===== src/rtl/tftprd_pkg.sv =====
// Shared types and codes for the TFTP read-transfer sender.
// Used by every module of the block; depends on nothing.
`default_nettype none
package tftprd_pkg;

   // Request commands.
   localparam logic [1:0] CMD_START  = 2'd0;
   localparam logic [1:0] CMD_ACK    = 2'd1;
   localparam logic [1:0] CMD_DATA   = 2'd2;
   localparam logic [1:0] CMD_UNUSED = 2'd3;

   // Result actions.
   localparam logic [1:0] ACT_NONE  = 2'd0;
   localparam logic [1:0] ACT_DATA  = 2'd1;
   localparam logic [1:0] ACT_OACK  = 2'd2;
   localparam logic [1:0] ACT_ERROR = 2'd3;

   // Error codes.
   localparam logic [1:0] ERR_NONE    = 2'd0;
   localparam logic [1:0] ERR_REFUSED = 2'd1;
   localparam logic [1:0] ERR_ILLEGAL = 2'd2;

   // Transfer status codes.
   localparam logic [1:0] STATUS_RUN = 2'd0;
   localparam logic [1:0] STATUS_OK  = 2'd1;
   localparam logic [1:0] STATUS_ERR = 2'd2;

   // Configuration register indexes.
   localparam logic [1:0] REG_MAX_BLOCK_SIZE     = 2'd0;
   localparam logic [1:0] REG_TIMEOUT_LIMIT      = 2'd1;
   localparam logic [1:0] REG_TSIZE_ENABLE       = 2'd2;
   localparam logic [1:0] REG_DEFAULT_BLOCK_SIZE = 2'd3;

   localparam logic [15:0] DEFAULT_BLOCK_SIZE_RESET = 16'd512;
   localparam logic [15:0] BLOCK_ALL_ONES           = 16'hFFFF;

   typedef struct packed {
      logic [15:0] max_block_size;
      logic [7:0]  timeout_limit;
      logic        tsize_enable;
      logic [15:0] default_block_size;
   } cfg_type;

   // How a start request is answered.
   typedef enum logic [1:0] {
      KIND_DATA,
      KIND_OACK,
      KIND_REFUSE
   } kind_type;

   // One classified request as it waits between front and back.
   typedef struct packed {
      logic [1:0]  command;
      logic [15:0] ack_block;
      logic [15:0] chunk_length;
      kind_type    kind;
      logic [15:0] blk_size;
      logic [15:0] oack_blksize;
      logic [7:0]  oack_timeout;
      logic        oack_tsize_included;
      logic [31:0] oack_tsize;
   } entry_type;

endpackage
`default_nettype wire


===== src/rtl/tftprd_csr.sv =====
// Configuration registers behind an APB-style port.
// Depends on tftprd_pkg for the register indexes and the cfg_type bundle.
`default_nettype none
module tftprd_csr (
   input  wire logic             clock,
   input  wire logic             reset,
   input  wire logic             csr_psel,
   input  wire logic             csr_penable,
   input  wire logic             csr_pwrite,
   input  wire logic [3:0]       csr_paddr,
   input  wire logic [31:0]      csr_pwdata,
   output logic      [31:0]      csr_prdata,
   output logic                  csr_pready,
   output tftprd_pkg::cfg_type   cfg
);
   import tftprd_pkg::*;

   cfg_type    cfg_ff;
   cfg_type    cfg_in;
   logic [1:0] reg_index;
   logic       wr_en;

   assign reg_index  = csr_paddr[3:2];
   assign wr_en      = csr_psel & csr_penable & csr_pwrite;
   assign csr_pready = 1'b1;
   assign cfg        = cfg_ff;

   always_comb begin
      cfg_in = cfg_ff;
      if (wr_en) begin
         case (reg_index)
            REG_MAX_BLOCK_SIZE:     cfg_in.max_block_size     = csr_pwdata[15:0];
            REG_TIMEOUT_LIMIT:      cfg_in.timeout_limit      = csr_pwdata[7:0];
            REG_TSIZE_ENABLE:       cfg_in.tsize_enable       = csr_pwdata[0];
            REG_DEFAULT_BLOCK_SIZE: cfg_in.default_block_size = csr_pwdata[15:0];
            default:                cfg_in = cfg_ff;
         endcase
      end
   end

   always_comb begin
      case (reg_index)
         REG_MAX_BLOCK_SIZE:     csr_prdata = {16'd0, cfg_ff.max_block_size};
         REG_TIMEOUT_LIMIT:      csr_prdata = {24'd0, cfg_ff.timeout_limit};
         REG_TSIZE_ENABLE:       csr_prdata = {31'd0, cfg_ff.tsize_enable};
         REG_DEFAULT_BLOCK_SIZE: csr_prdata = {16'd0, cfg_ff.default_block_size};
         default:                csr_prdata = 32'd0;
      endcase
   end

   always_ff @(posedge clock) begin
      if (reset) begin
         cfg_ff.max_block_size     <= 16'd0;
         cfg_ff.timeout_limit      <= 8'd0;
         cfg_ff.tsize_enable       <= 1'b0;
         cfg_ff.default_block_size <= DEFAULT_BLOCK_SIZE_RESET;
      end else begin
         cfg_ff <= cfg_in;
      end
   end

endmodule
`default_nettype wire


===== src/rtl/tftprd_front.sv =====
// Front end: accepts requests and negotiates the options of a start request.
// Depends on tftprd_pkg; its output is written into tftprd_queue.
`default_nettype none
module tftprd_front (
   input  wire logic                 req_valid,
   input  wire logic [1:0]           req_command,
   input  wire logic [15:0]          req_ack_block,
   input  wire logic [15:0]          req_chunk_length,
   input  wire logic [15:0]          req_client_blksize,
   input  wire logic [7:0]           req_client_timeout,
   input  wire logic                 req_client_tsize_present,
   input  wire logic                 req_client_tsize_nonzero,
   input  wire logic                 req_extra_options,
   input  wire logic                 req_file_size_known,
   input  wire logic [31:0]          req_file_size,
   input  tftprd_pkg::cfg_type       cfg,
   input  wire logic                 queue_full,
   output logic                      push,
   output tftprd_pkg::entry_type     entry
);
   import tftprd_pkg::*;

   logic        plain;
   logic        blk_ok;
   logic        tmo_ok;
   logic        tsize_chk;
   logic [15:0] neg_blk;

   assign push = req_valid & ~queue_full;

   // A start request without any option gets data block 1 straight away.
   assign plain = (req_client_blksize == 16'd0) && (req_client_timeout == 8'd0) &&
                  !req_client_tsize_present && !req_extra_options;
   assign blk_ok = (cfg.max_block_size != 16'd0) && (req_client_blksize != 16'd0);
   assign tmo_ok = (cfg.timeout_limit != 8'd0) && (req_client_timeout != 8'd0) &&
                   (req_client_timeout <= cfg.timeout_limit);
   assign tsize_chk = cfg.tsize_enable & req_client_tsize_present;
   assign neg_blk = (req_client_blksize < cfg.max_block_size) ?
                    req_client_blksize : cfg.max_block_size;

   always_comb begin
      entry.command             = req_command;
      entry.ack_block           = req_ack_block;
      entry.chunk_length        = req_chunk_length;
      entry.kind                = KIND_DATA;
      entry.blk_size            = cfg.default_block_size;
      entry.oack_blksize        = 16'd0;
      entry.oack_timeout        = 8'd0;
      entry.oack_tsize_included = 1'b0;
      entry.oack_tsize          = 32'd0;
      if (!plain) begin
         if (blk_ok) begin
            entry.blk_size     = neg_blk;
            entry.oack_blksize = neg_blk;
         end
         if (tmo_ok) begin
            entry.oack_timeout = req_client_timeout;
         end
         if (tsize_chk && req_file_size_known && !req_client_tsize_nonzero) begin
            entry.oack_tsize_included = 1'b1;
            entry.oack_tsize          = req_file_size;
         end
         if (tsize_chk && req_client_tsize_nonzero) begin
            // With tsize enabled, a nonzero tsize from the client is refused; nothing is offered.
            entry.kind         = KIND_REFUSE;
            entry.oack_blksize = 16'd0;
            entry.oack_timeout = 8'd0;
         end else if (req_extra_options || blk_ok || tmo_ok ||
                      entry.oack_tsize_included) begin
            entry.kind = KIND_OACK;
         end
      end
   end

endmodule
`default_nettype wire


===== src/rtl/tftprd_queue.sv =====
// Two-entry queue of classified requests between the front and back ends.
// Depends on tftprd_pkg for entry_type.
`default_nettype none
module tftprd_queue (
   input  wire logic                 clock,
   input  wire logic                 reset,
   input  wire logic                 push,
   input  tftprd_pkg::entry_type     push_entry,
   input  wire logic                 pop,
   output logic                      full,
   output logic                      not_empty,
   output tftprd_pkg::entry_type     head
);
   import tftprd_pkg::*;

   entry_type  slot_ff [2];
   logic       wr_ptr_ff;
   logic       wr_ptr_in;
   logic       rd_ptr_ff;
   logic       rd_ptr_in;
   logic [1:0] count_ff;
   logic [1:0] count_in;

   assign full      = (count_ff == 2'd2);
   assign not_empty = (count_ff != 2'd0);
   assign head      = slot_ff[rd_ptr_ff];

   assign wr_ptr_in = push ? ~wr_ptr_ff : wr_ptr_ff;
   assign rd_ptr_in = pop ? ~rd_ptr_ff : rd_ptr_ff;

   always_comb begin
      count_in = count_ff;
      if (push && !pop) begin
         count_in = count_ff + 2'd1;
      end else if (pop && !push) begin
         count_in = count_ff - 2'd1;
      end
   end

   always_ff @(posedge clock) begin
      if (push) begin
         slot_ff[wr_ptr_ff] <= push_entry;
      end
   end

   always_ff @(posedge clock) begin
      if (reset) begin
         wr_ptr_ff <= 1'b0;
         rd_ptr_ff <= 1'b0;
         count_ff  <= 2'd0;
      end else begin
         wr_ptr_ff <= wr_ptr_in;
         rd_ptr_ff <= rd_ptr_in;
         count_ff  <= count_in;
      end
   end

endmodule
`default_nettype wire


===== src/rtl/tftprd_back.sv =====
// Back end: holds the transfer state, acts on each queued request and
// registers the result. Depends on tftprd_pkg.
`default_nettype none
module tftprd_back (
   input  wire logic                 clock,
   input  wire logic                 reset,
   input  wire logic                 q_valid,
   input  tftprd_pkg::entry_type     q_entry,
   output logic                      pop,
   output logic                      rsp_valid,
   input  wire logic                 rsp_stall,
   output logic [1:0]                rsp_action,
   output logic [15:0]               rsp_data_block,
   output logic [15:0]               rsp_data_length,
   output logic [1:0]                rsp_error_code,
   output logic [1:0]                rsp_status,
   output logic [15:0]               rsp_oack_blksize,
   output logic [7:0]                rsp_oack_timeout,
   output logic                      rsp_oack_tsize_included,
   output logic [31:0]               rsp_oack_tsize
);
   import tftprd_pkg::*;

   typedef enum logic [1:0] {
      PH_IDLE,
      PH_RUN,
      PH_OK,
      PH_ERR
   } phase_type;

   phase_type   phase_ff,      phase_in;
   logic [15:0] sent_ff,       sent_in;
   logic [15:0] acked_ff,      acked_in;
   logic        last_ff,       last_in;
   logic [15:0] bsize_ff,      bsize_in;
   logic        valid_ff,      valid_in;
   logic [1:0]  action_ff,     action_in;
   logic [15:0] dblock_ff,     dblock_in;
   logic [15:0] dlen_ff,       dlen_in;
   logic [1:0]  err_ff,        err_in;
   logic [1:0]  status_ff,     status_in;
   logic [15:0] oblk_ff,       oblk_in;
   logic [7:0]  otmo_ff,       otmo_in;
   logic        otsi_ff,       otsi_in;
   logic [31:0] otsize_ff,     otsize_in;

   logic [15:0] use_bsize;
   logic [15:0] next_block;
   logic        short_blk;
   logic [15:0] blk_len;

   // The result register is free when empty or being taken this cycle.
   assign pop = q_valid & (~valid_ff | ~rsp_stall);

   // A start uses its negotiated size; an ACK uses the one of the transfer.
   assign use_bsize  = (q_entry.command == CMD_START) ? q_entry.blk_size : bsize_ff;
   assign next_block = (q_entry.command == CMD_START) ? 16'd1 : sent_ff + 16'd1;
   assign short_blk  = q_entry.chunk_length < use_bsize;
   assign blk_len    = short_blk ? q_entry.chunk_length : use_bsize;

   always_comb begin
      phase_in  = phase_ff;
      sent_in   = sent_ff;
      acked_in  = acked_ff;
      last_in   = last_ff;
      bsize_in  = bsize_ff;
      valid_in  = valid_ff & rsp_stall;
      action_in = action_ff;
      dblock_in = dblock_ff;
      dlen_in   = dlen_ff;
      err_in    = err_ff;
      status_in = status_ff;
      oblk_in   = oblk_ff;
      otmo_in   = otmo_ff;
      otsi_in   = otsi_ff;
      otsize_in = otsize_ff;
      if (pop) begin
         valid_in  = 1'b1;
         action_in = ACT_NONE;
         dblock_in = 16'd0;
         dlen_in   = 16'd0;
         err_in    = ERR_NONE;
         status_in = STATUS_RUN;
         oblk_in   = 16'd0;
         otmo_in   = 8'd0;
         otsi_in   = 1'b0;
         otsize_in = 32'd0;
         if (q_entry.command == CMD_START) begin
            phase_in = PH_RUN;
            sent_in  = 16'd0;
            acked_in = 16'd0;
            last_in  = 1'b0;
            bsize_in = q_entry.blk_size;
            case (q_entry.kind)
               KIND_OACK: begin
                  // The client's ACK 0 must not look like a repeat.
                  acked_in  = BLOCK_ALL_ONES;
                  action_in = ACT_OACK;
                  oblk_in   = q_entry.oack_blksize;
                  otmo_in   = q_entry.oack_timeout;
                  otsi_in   = q_entry.oack_tsize_included;
                  otsize_in = q_entry.oack_tsize;
               end
               KIND_REFUSE: begin
                  phase_in  = PH_ERR;
                  action_in = ACT_ERROR;
                  err_in    = ERR_REFUSED;
                  status_in = STATUS_ERR;
               end
               default: begin
                  sent_in   = next_block;
                  last_in   = short_blk;
                  action_in = ACT_DATA;
                  dblock_in = next_block;
                  dlen_in   = blk_len;
               end
            endcase
         end else if (phase_ff != PH_RUN || q_entry.command == CMD_UNUSED) begin
            case (phase_ff)
               PH_OK:   status_in = STATUS_OK;
               PH_ERR:  status_in = STATUS_ERR;
               default: status_in = STATUS_RUN;
            endcase
         end else if (q_entry.command == CMD_DATA) begin
            phase_in  = PH_ERR;
            action_in = ACT_ERROR;
            err_in    = ERR_ILLEGAL;
            status_in = STATUS_ERR;
         end else if (q_entry.ack_block == acked_ff) begin
            status_in = STATUS_RUN;
         end else if (q_entry.ack_block != sent_ff) begin
            phase_in  = PH_ERR;
            action_in = ACT_ERROR;
            err_in    = ERR_ILLEGAL;
            status_in = STATUS_ERR;
         end else if (last_ff) begin
            acked_in  = q_entry.ack_block;
            phase_in  = PH_OK;
            status_in = STATUS_OK;
         end else begin
            acked_in  = q_entry.ack_block;
            sent_in   = next_block;
            last_in   = short_blk;
            action_in = ACT_DATA;
            dblock_in = next_block;
            dlen_in   = blk_len;
         end
      end
   end

   always_ff @(posedge clock) begin
      if (reset) begin
         phase_ff <= PH_IDLE;
         sent_ff  <= 16'd0;
         acked_ff <= 16'd0;
         last_ff  <= 1'b0;
         bsize_ff <= DEFAULT_BLOCK_SIZE_RESET;
         valid_ff <= 1'b0;
      end else begin
         phase_ff <= phase_in;
         sent_ff  <= sent_in;
         acked_ff <= acked_in;
         last_ff  <= last_in;
         bsize_ff <= bsize_in;
         valid_ff <= valid_in;
      end
      action_ff <= action_in;
      dblock_ff <= dblock_in;
      dlen_ff   <= dlen_in;
      err_ff    <= err_in;
      status_ff <= status_in;
      oblk_ff   <= oblk_in;
      otmo_ff   <= otmo_in;
      otsi_ff   <= otsi_in;
      otsize_ff <= otsize_in;
   end

   assign rsp_valid               = valid_ff;
   assign rsp_action              = action_ff;
   assign rsp_data_block          = dblock_ff;
   assign rsp_data_length         = dlen_ff;
   assign rsp_error_code          = err_ff;
   assign rsp_status              = status_ff;
   assign rsp_oack_blksize        = oblk_ff;
   assign rsp_oack_timeout        = otmo_ff;
   assign rsp_oack_tsize_included = otsi_ff;
   assign rsp_oack_tsize          = otsize_ff;

endmodule
`default_nettype wire


===== src/rtl/tftp_read_transfer_sender.sv =====
// Top level of the TFTP read-transfer sender, server side.
// Instantiates tftprd_csr, tftprd_front, tftprd_queue and tftprd_back.
//
// Each request (start, ACK received, DATA received) on the req_ channel gives
// exactly one result on the rsp_ channel: DATA, OACK, ERROR or nothing, with
// the transfer status. Both channels use valid/stall; a request is taken when
// req_valid is high and req_stall low, a result likewise on rsp_.
// The front end negotiates the options of a start request in the cycle of
// acceptance and writes the request into a two-entry queue; the back end then
// updates the transfer state and registers the result, so a request passes a
// queue entry and the result register on its way to rsp_. Throughput is one
// request per cycle while the receiver does not stall.
// When the receiver stalls, the result register holds, the queue fills and
// req_stall rises once both queue entries are occupied.
// The csr_ port holds max_block_size, timeout_limit, tsize_enable and
// default_block_size at byte addresses 0, 4, 8 and 12; write it only while idle.
// Reset empties the queue and the result register and clears the transfer state; the
// registers return to zero, except default_block_size, which returns to 512.
`default_nettype none
module tftp_read_transfer_sender (
   input  wire logic        clock,
   input  wire logic        reset,
   input  wire logic        req_valid,
   output logic             req_stall,
   input  wire logic [1:0]  req_command,
   input  wire logic [15:0] req_ack_block,
   input  wire logic [15:0] req_chunk_length,
   input  wire logic [15:0] req_client_blksize,
   input  wire logic [7:0]  req_client_timeout,
   input  wire logic        req_client_tsize_present,
   input  wire logic        req_client_tsize_nonzero,
   input  wire logic        req_extra_options,
   input  wire logic        req_file_size_known,
   input  wire logic [31:0] req_file_size,
   output logic             rsp_valid,
   input  wire logic        rsp_stall,
   output logic [1:0]       rsp_action,
   output logic [15:0]      rsp_data_block,
   output logic [15:0]      rsp_data_length,
   output logic [1:0]       rsp_error_code,
   output logic [1:0]       rsp_status,
   output logic [15:0]      rsp_oack_blksize,
   output logic [7:0]       rsp_oack_timeout,
   output logic             rsp_oack_tsize_included,
   output logic [31:0]      rsp_oack_tsize,
   input  wire logic        csr_psel,
   input  wire logic        csr_penable,
   input  wire logic        csr_pwrite,
   input  wire logic [3:0]  csr_paddr,
   input  wire logic [31:0] csr_pwdata,
   output logic [31:0]      csr_prdata,
   output logic             csr_pready
);
   import tftprd_pkg::*;

   cfg_type   cfg;
   entry_type push_entry;
   entry_type head;
   logic      push;
   logic      pop;
   logic      full;
   logic      not_empty;

   assign req_stall = full;

   tftprd_csr u_csr (
      .clock       (clock),
      .reset       (reset),
      .csr_psel    (csr_psel),
      .csr_penable (csr_penable),
      .csr_pwrite  (csr_pwrite),
      .csr_paddr   (csr_paddr),
      .csr_pwdata  (csr_pwdata),
      .csr_prdata  (csr_prdata),
      .csr_pready  (csr_pready),
      .cfg         (cfg)
   );

   tftprd_front u_front (
      .req_valid                (req_valid),
      .req_command              (req_command),
      .req_ack_block            (req_ack_block),
      .req_chunk_length         (req_chunk_length),
      .req_client_blksize       (req_client_blksize),
      .req_client_timeout       (req_client_timeout),
      .req_client_tsize_present (req_client_tsize_present),
      .req_client_tsize_nonzero (req_client_tsize_nonzero),
      .req_extra_options        (req_extra_options),
      .req_file_size_known      (req_file_size_known),
      .req_file_size            (req_file_size),
      .cfg                      (cfg),
      .queue_full               (full),
      .push                     (push),
      .entry                    (push_entry)
   );

   tftprd_queue u_queue (
      .clock      (clock),
      .reset      (reset),
      .push       (push),
      .push_entry (push_entry),
      .pop        (pop),
      .full       (full),
      .not_empty  (not_empty),
      .head       (head)
   );

   tftprd_back u_back (
      .clock                   (clock),
      .reset                   (reset),
      .q_valid                 (not_empty),
      .q_entry                 (head),
      .pop                     (pop),
      .rsp_valid               (rsp_valid),
      .rsp_stall               (rsp_stall),
      .rsp_action              (rsp_action),
      .rsp_data_block          (rsp_data_block),
      .rsp_data_length         (rsp_data_length),
      .rsp_error_code          (rsp_error_code),
      .rsp_status              (rsp_status),
      .rsp_oack_blksize        (rsp_oack_blksize),
      .rsp_oack_timeout        (rsp_oack_timeout),
      .rsp_oack_tsize_included (rsp_oack_tsize_included),
      .rsp_oack_tsize          (rsp_oack_tsize)
   );

endmodule
`default_nettype wire


===== config.mk =====
export PLATFORM = sky130hd
export DESIGN_NAME = tftp_read_transfer_sender
export DESIGN_NICKNAME = d
export VERILOG_FILES = /design/src/rtl/tftprd_pkg.sv /design/src/rtl/tftprd_csr.sv /design/src/rtl/tftprd_front.sv /design/src/rtl/tftprd_queue.sv /design/src/rtl/tftprd_back.sv /design/src/rtl/tftp_read_transfer_sender.sv
export SDC_FILE = /design/constraint.sdc
export NUM_CORES = 1
export LEC_CHECK = 0
export BUFFER_PORTS_ARGS = -buffer_cell sky130_fd_sc_hd__buf_2
export CELL_PAD_IN_SITES_DETAIL_PLACEMENT = 0
export CELL_PAD_IN_SITES_GLOBAL_PLACEMENT = 1
export CORE_MARGIN = 2
export CORE_UTILIZATION = 46
export CTS_CLUSTER_DIAMETER = 50
export DETAILED_ROUTE_END_ITERATION = 10
export PLACE_DENSITY_LB_ADDON = 0.1
export SYNTH_ARGS = -nofsm -noshare
export SYNTH_HDL_FRONTEND = slang
export SYNTH_SLANG_ARGS = --single-unit

===== constraint.sdc =====
create_clock -name clock -period 7.87 [get_ports clock]
set_input_delay 1.574 -clock clock [delete_from_list [all_inputs] [get_ports clock]]
set_output_delay 1.574 -clock clock [all_outputs]
set_load 0.03 [all_outputs]

==> results.py <==
metrics = {
    "grt": {
        "overflow": 0,
        "grt_pass1_wl_microns": 67890,
        "antenna_found_initial": 5,
        "grt_max_degree": 75,
        "first_global_vias": 11891,
        "groute.usage.overall": 0.2085,
    },
    "worst_setup_path": {
        "crit_family": "simple AND/OR/NAND/NOR gates",
        "path_buf_inv": 2,
        "slowest_delay_ns": 0.76,
        "startpoint_type": "primary input",
        "required_ns": 6.30,
        "r2r_slack_ns": 3.38,
        "path_max_fanout": 15,
        "critical_path_class": "primary input to primary output",
        "cp-end-kind": "primary output",
        "worstPathCellList": "buf_2 -> and2_0 -> a22o_1 -> buf_2",
        "crit_path_frequent_cell": "buf_2",
        "crit_slowest_cell": "and2_0",
        "crit_arrival_ns": 3.21,
    },
    "floorplan": {
        "pin_count": 267,
        "dieArea_sq_mm": 0.04230,
        "rows": 73,
        "start_util": 0.4687,
        "fp.dieW_microns": 205.7,
        "dieHeight_microns": 205.7,
        "coreArea_sq_mm": 0.03991,
    },
    "logic_synthesis": {
        "synth_top_cell_by_area": "edfxtp_1",
        "synthCells": 1588,
        "syn_area_sq_mm": 0.01871,
        "ys.flop_type": "edfxtp_1",
        "avgSynthCellArea_sq_um": 11.78,
        "synth_most_common_cell": "edfxtp_1",
        "yosysTopAreaCellShare": 0.5024,
        "yosysWarnings": 0,
        "ys_top_cells_by_area": "edfxtp_1, dfxtp_1, mux2i_1, nand2_1, ha_1",
        "synth_seq_cells": 411,
        "synth_cell_types": 66,
        "synth_edf_count": 313,
        "synth_seq_area_share": 0.6073,
        "synthArstFlopShare": 0,
        "synth_common_cells": "edfxtp_1, nand2_1, mux2i_1",
    },
    "outcome": {
        "status": "finished clean",
    },
    "placement": {
        "preCtsSetupSlack_ns": 3.150,
        "place_area_sq_mm": 0.02025,
        "hpwl_microns": 29670,
        "portBuffers": 231,
        "place.gp.congestion": 0.8383,
        "placedCellCount": 2269,
    },
    "routing": {
        "drt_iter0_markers": 731,
        "viasPerCell": 5.306,
        "firstDrtPassIters": 5,
        "drc": 0,
        "vias": 12495,
        "wl_microns": 44250,
        "wl_per_cell_microns": 18.79,
        "ant_nets": 0,
    },
    "sta": {
        "worst_slack_ns": 3.082,
        "rsz0062_at_grt": "false",
        "slew_viol_final": 0,
        "setup-tns-final_ns": 0,
        "finalSetupViolCount": 0,
        "fin_skew_ns": 0.01998,
        "fmax_ghz": 0.2088,
        "finalCriticalPeriod_ns": 4.788,
        "hold_viol": 0,
        "relSlewSlack": 0.2970,
        "finalCritPeriodShare": 0.6084,
        "worstMarginPinSlew_ns": 1.054,
    },
    "cts": {
        "clk_pin_slew_ns": 0.06,
        "htree_num_levels": 2,
        "postCtsSetupBuffers": 0,
        "ctsRootBufferMaster": "clkbuf_16",
        "cts_buffers": 47,
        "clock_latency_ns": 0.59,
        "cts.sink_count": 411,
        "cts_resized": 0,
        "cts_tree": "done",
        "cts_buffer_depth": 3,
        "holdBufCountCts": 0,
    },
    "final_layout": {
        "layoutNonFillerInstCount": 2355,
        "diodes": 0,
        "layout-drive-gt1-share": 0.2104,
        "area_delta_synth_final_pct": 16.41,
        "design_area_sq_mm": 0.02178,
        "nets": 1973,
    },
    "pwr": {
        "peakVddDrop_v": 0.0001781,
        "p_leak_uw": 0.007959,
        "powerDensity_mw_per_mm2": 335.6,
    },
    "run": {
        "cap_viol_max_count": 0,
    },
    "min_path": {
        "hold_path_class": "flop to flop",
    },
}
## registers in the layout, indices dropped and copies added (netlist names), named ones only
| signal | cells |
|---|---|
| u_queue.slot_ff | 218 |
| u_back.rsp_action | 2 |
| u_back.rsp_oack_tsize_included | 1 |
| u_back.acked_ff | 16 |
| u_back.rsp_data_length | 16 |
| u_back.bsize_ff | 16 |
| u_back.rsp_oack_timeout | 8 |
| u_queue.rd_ptr_ff | 1 |
| u_back.rsp_error_code | 2 |
| u_queue.count_ff | 2 |
| u_back.rsp_oack_tsize | 32 |
| u_csr.cfg | 41 |
| u_back.last_ff | 1 |
| u_back.phase_ff | 2 |
| u_back.rsp_valid | 1 |
| u_back.rsp_data_block | 16 |
| u_queue.wr_ptr_ff | 1 |
| u_back.rsp_status | 2 |
| u_back.sent_ff | 16 |
| u_back.rsp_oack_blksize | 16 |
## cell families (layout without fill, tap and decap cells)
kind of cell / Yosys count / in the layout / synth area share
simple gates: 522 / 522 / 0.1286
flops: 411 / 411 / 0.6073
compound gates: 240 / 240 / 0.08281
mux: 166 / 166 / 0.09130
buf+inv: 153 / 380 / 0.03692
xor+xnor: 51 / 51 / 0.02388
fa+ha+maj: 43 / 43 / 0.02876
other cells: 2 / 17 / 0.0004015
## tightest hold or removal path, cell delays in order, from the launching register on
cell	delay, ns
dfxtp_1	0.31
nand2_1	0.05
a21oi_1	0.05
## final timing paths
kind                                          to                             from  cells after the start
min reg2reg      u_back.bsize_ff[2]$_SDFFE_PP0P_  u_back.bsize_ff[2]$_SDFFE_PP0P_                      2
max reg2reg  u_back.rsp_data_block[15]$_DFFE_PP_                             flop                      8
min              u_back.bsize_ff[2]$_SDFFE_PP0P_  u_back.bsize_ff[2]$_SDFFE_PP0P_                      2
max                                csr_prdata[8]                     csr_paddr[2]                      4
## where the power goes
group | leakage [uW] | internal (uW) | total, uW | switching (uW)
Sequential | 0.00381 | 2870 | 3010 | 145
Clock | 0.000741 | 1280 | 2170 | 883
Combinational | 0.00340 | 658 | 2130 | 1470
## metrics by stage
stage                 util  hold WS [ns]  power [uW]
detailed placement  0.5074        0.4508        5223
floorplan                -        0.4361        4644
finish              0.5456        0.4584        7308
global placement    0.5074        0.4420        5185
global route        0.5456        0.4829        7687
CTS                 0.5456        0.4586        7409
## routing by layer
| metal | routed length [microns] | track usage | part of all wire |
|---|---|---|---|
| met2 | 20670 | 0.3320 | 0.47 |
| met5 | 61 | 0 | 0.0014 |
| met1 | 20090 | 0.2926 | 0.45 |
| met4 | 853 | 0.05216 | 0.019 |
| met3 | 2577 | 0.04197 | 0.058 |
## cell type report
cell class                 count  area (sq um)
fill                        3491         18140
sequential                   411         11360
multi-input combinational   1039          6758
timing repair buffer         252          1314
clock buffer                  61          1239
tap                          525         656.9
clock inverter                25         285.3
inverter                      42         160.2
## cells in the final DEF (no fill, tap or decap), types with 5 or more instances in the layout
cell / synthesis / final
a21oi_1: 83 / 81
clkbuf_1: 67 / 13
buf_2: 8 / 231
clkinv_2: 0 / 7
xnor2_1: 37 / 37
ha_1: 43 / 43
a22o_1: 8 / 8
or2_2: 13 / 13
o2111ai_1: 9 / 9
dfxtp_1: 98 / 97
nor2_1: 142 / 140
o21ai_0: 66 / 65
buf_4: 18 / 21
o221a_2: 15 / 15
o211ai_1: 15 / 15
clkinv_1: 1 / 5
nor3_1: 10 / 10
mux2_2: 15 / 15
inv_1: 40 / 40
edfxtp_1: 313 / 313
and2_1: 40 / 40
a21o_1: 13 / 13
nor2b_1: 5 / 5
clkbuf_16: 0 / 47
nand4_1: 11 / 11
conb_1: 2 / 17
xor2_1: 14 / 14
nand3b_1: 15 / 15
or4_1: 12 / 12
nor4_1: 20 / 20
nand2_1: 206 / 205
mux2i_1: 146 / 146
nand3_1: 28 / 28
bufinv_16: 0 / 5
Note: power is estimated with default switching activity, not from simulation.
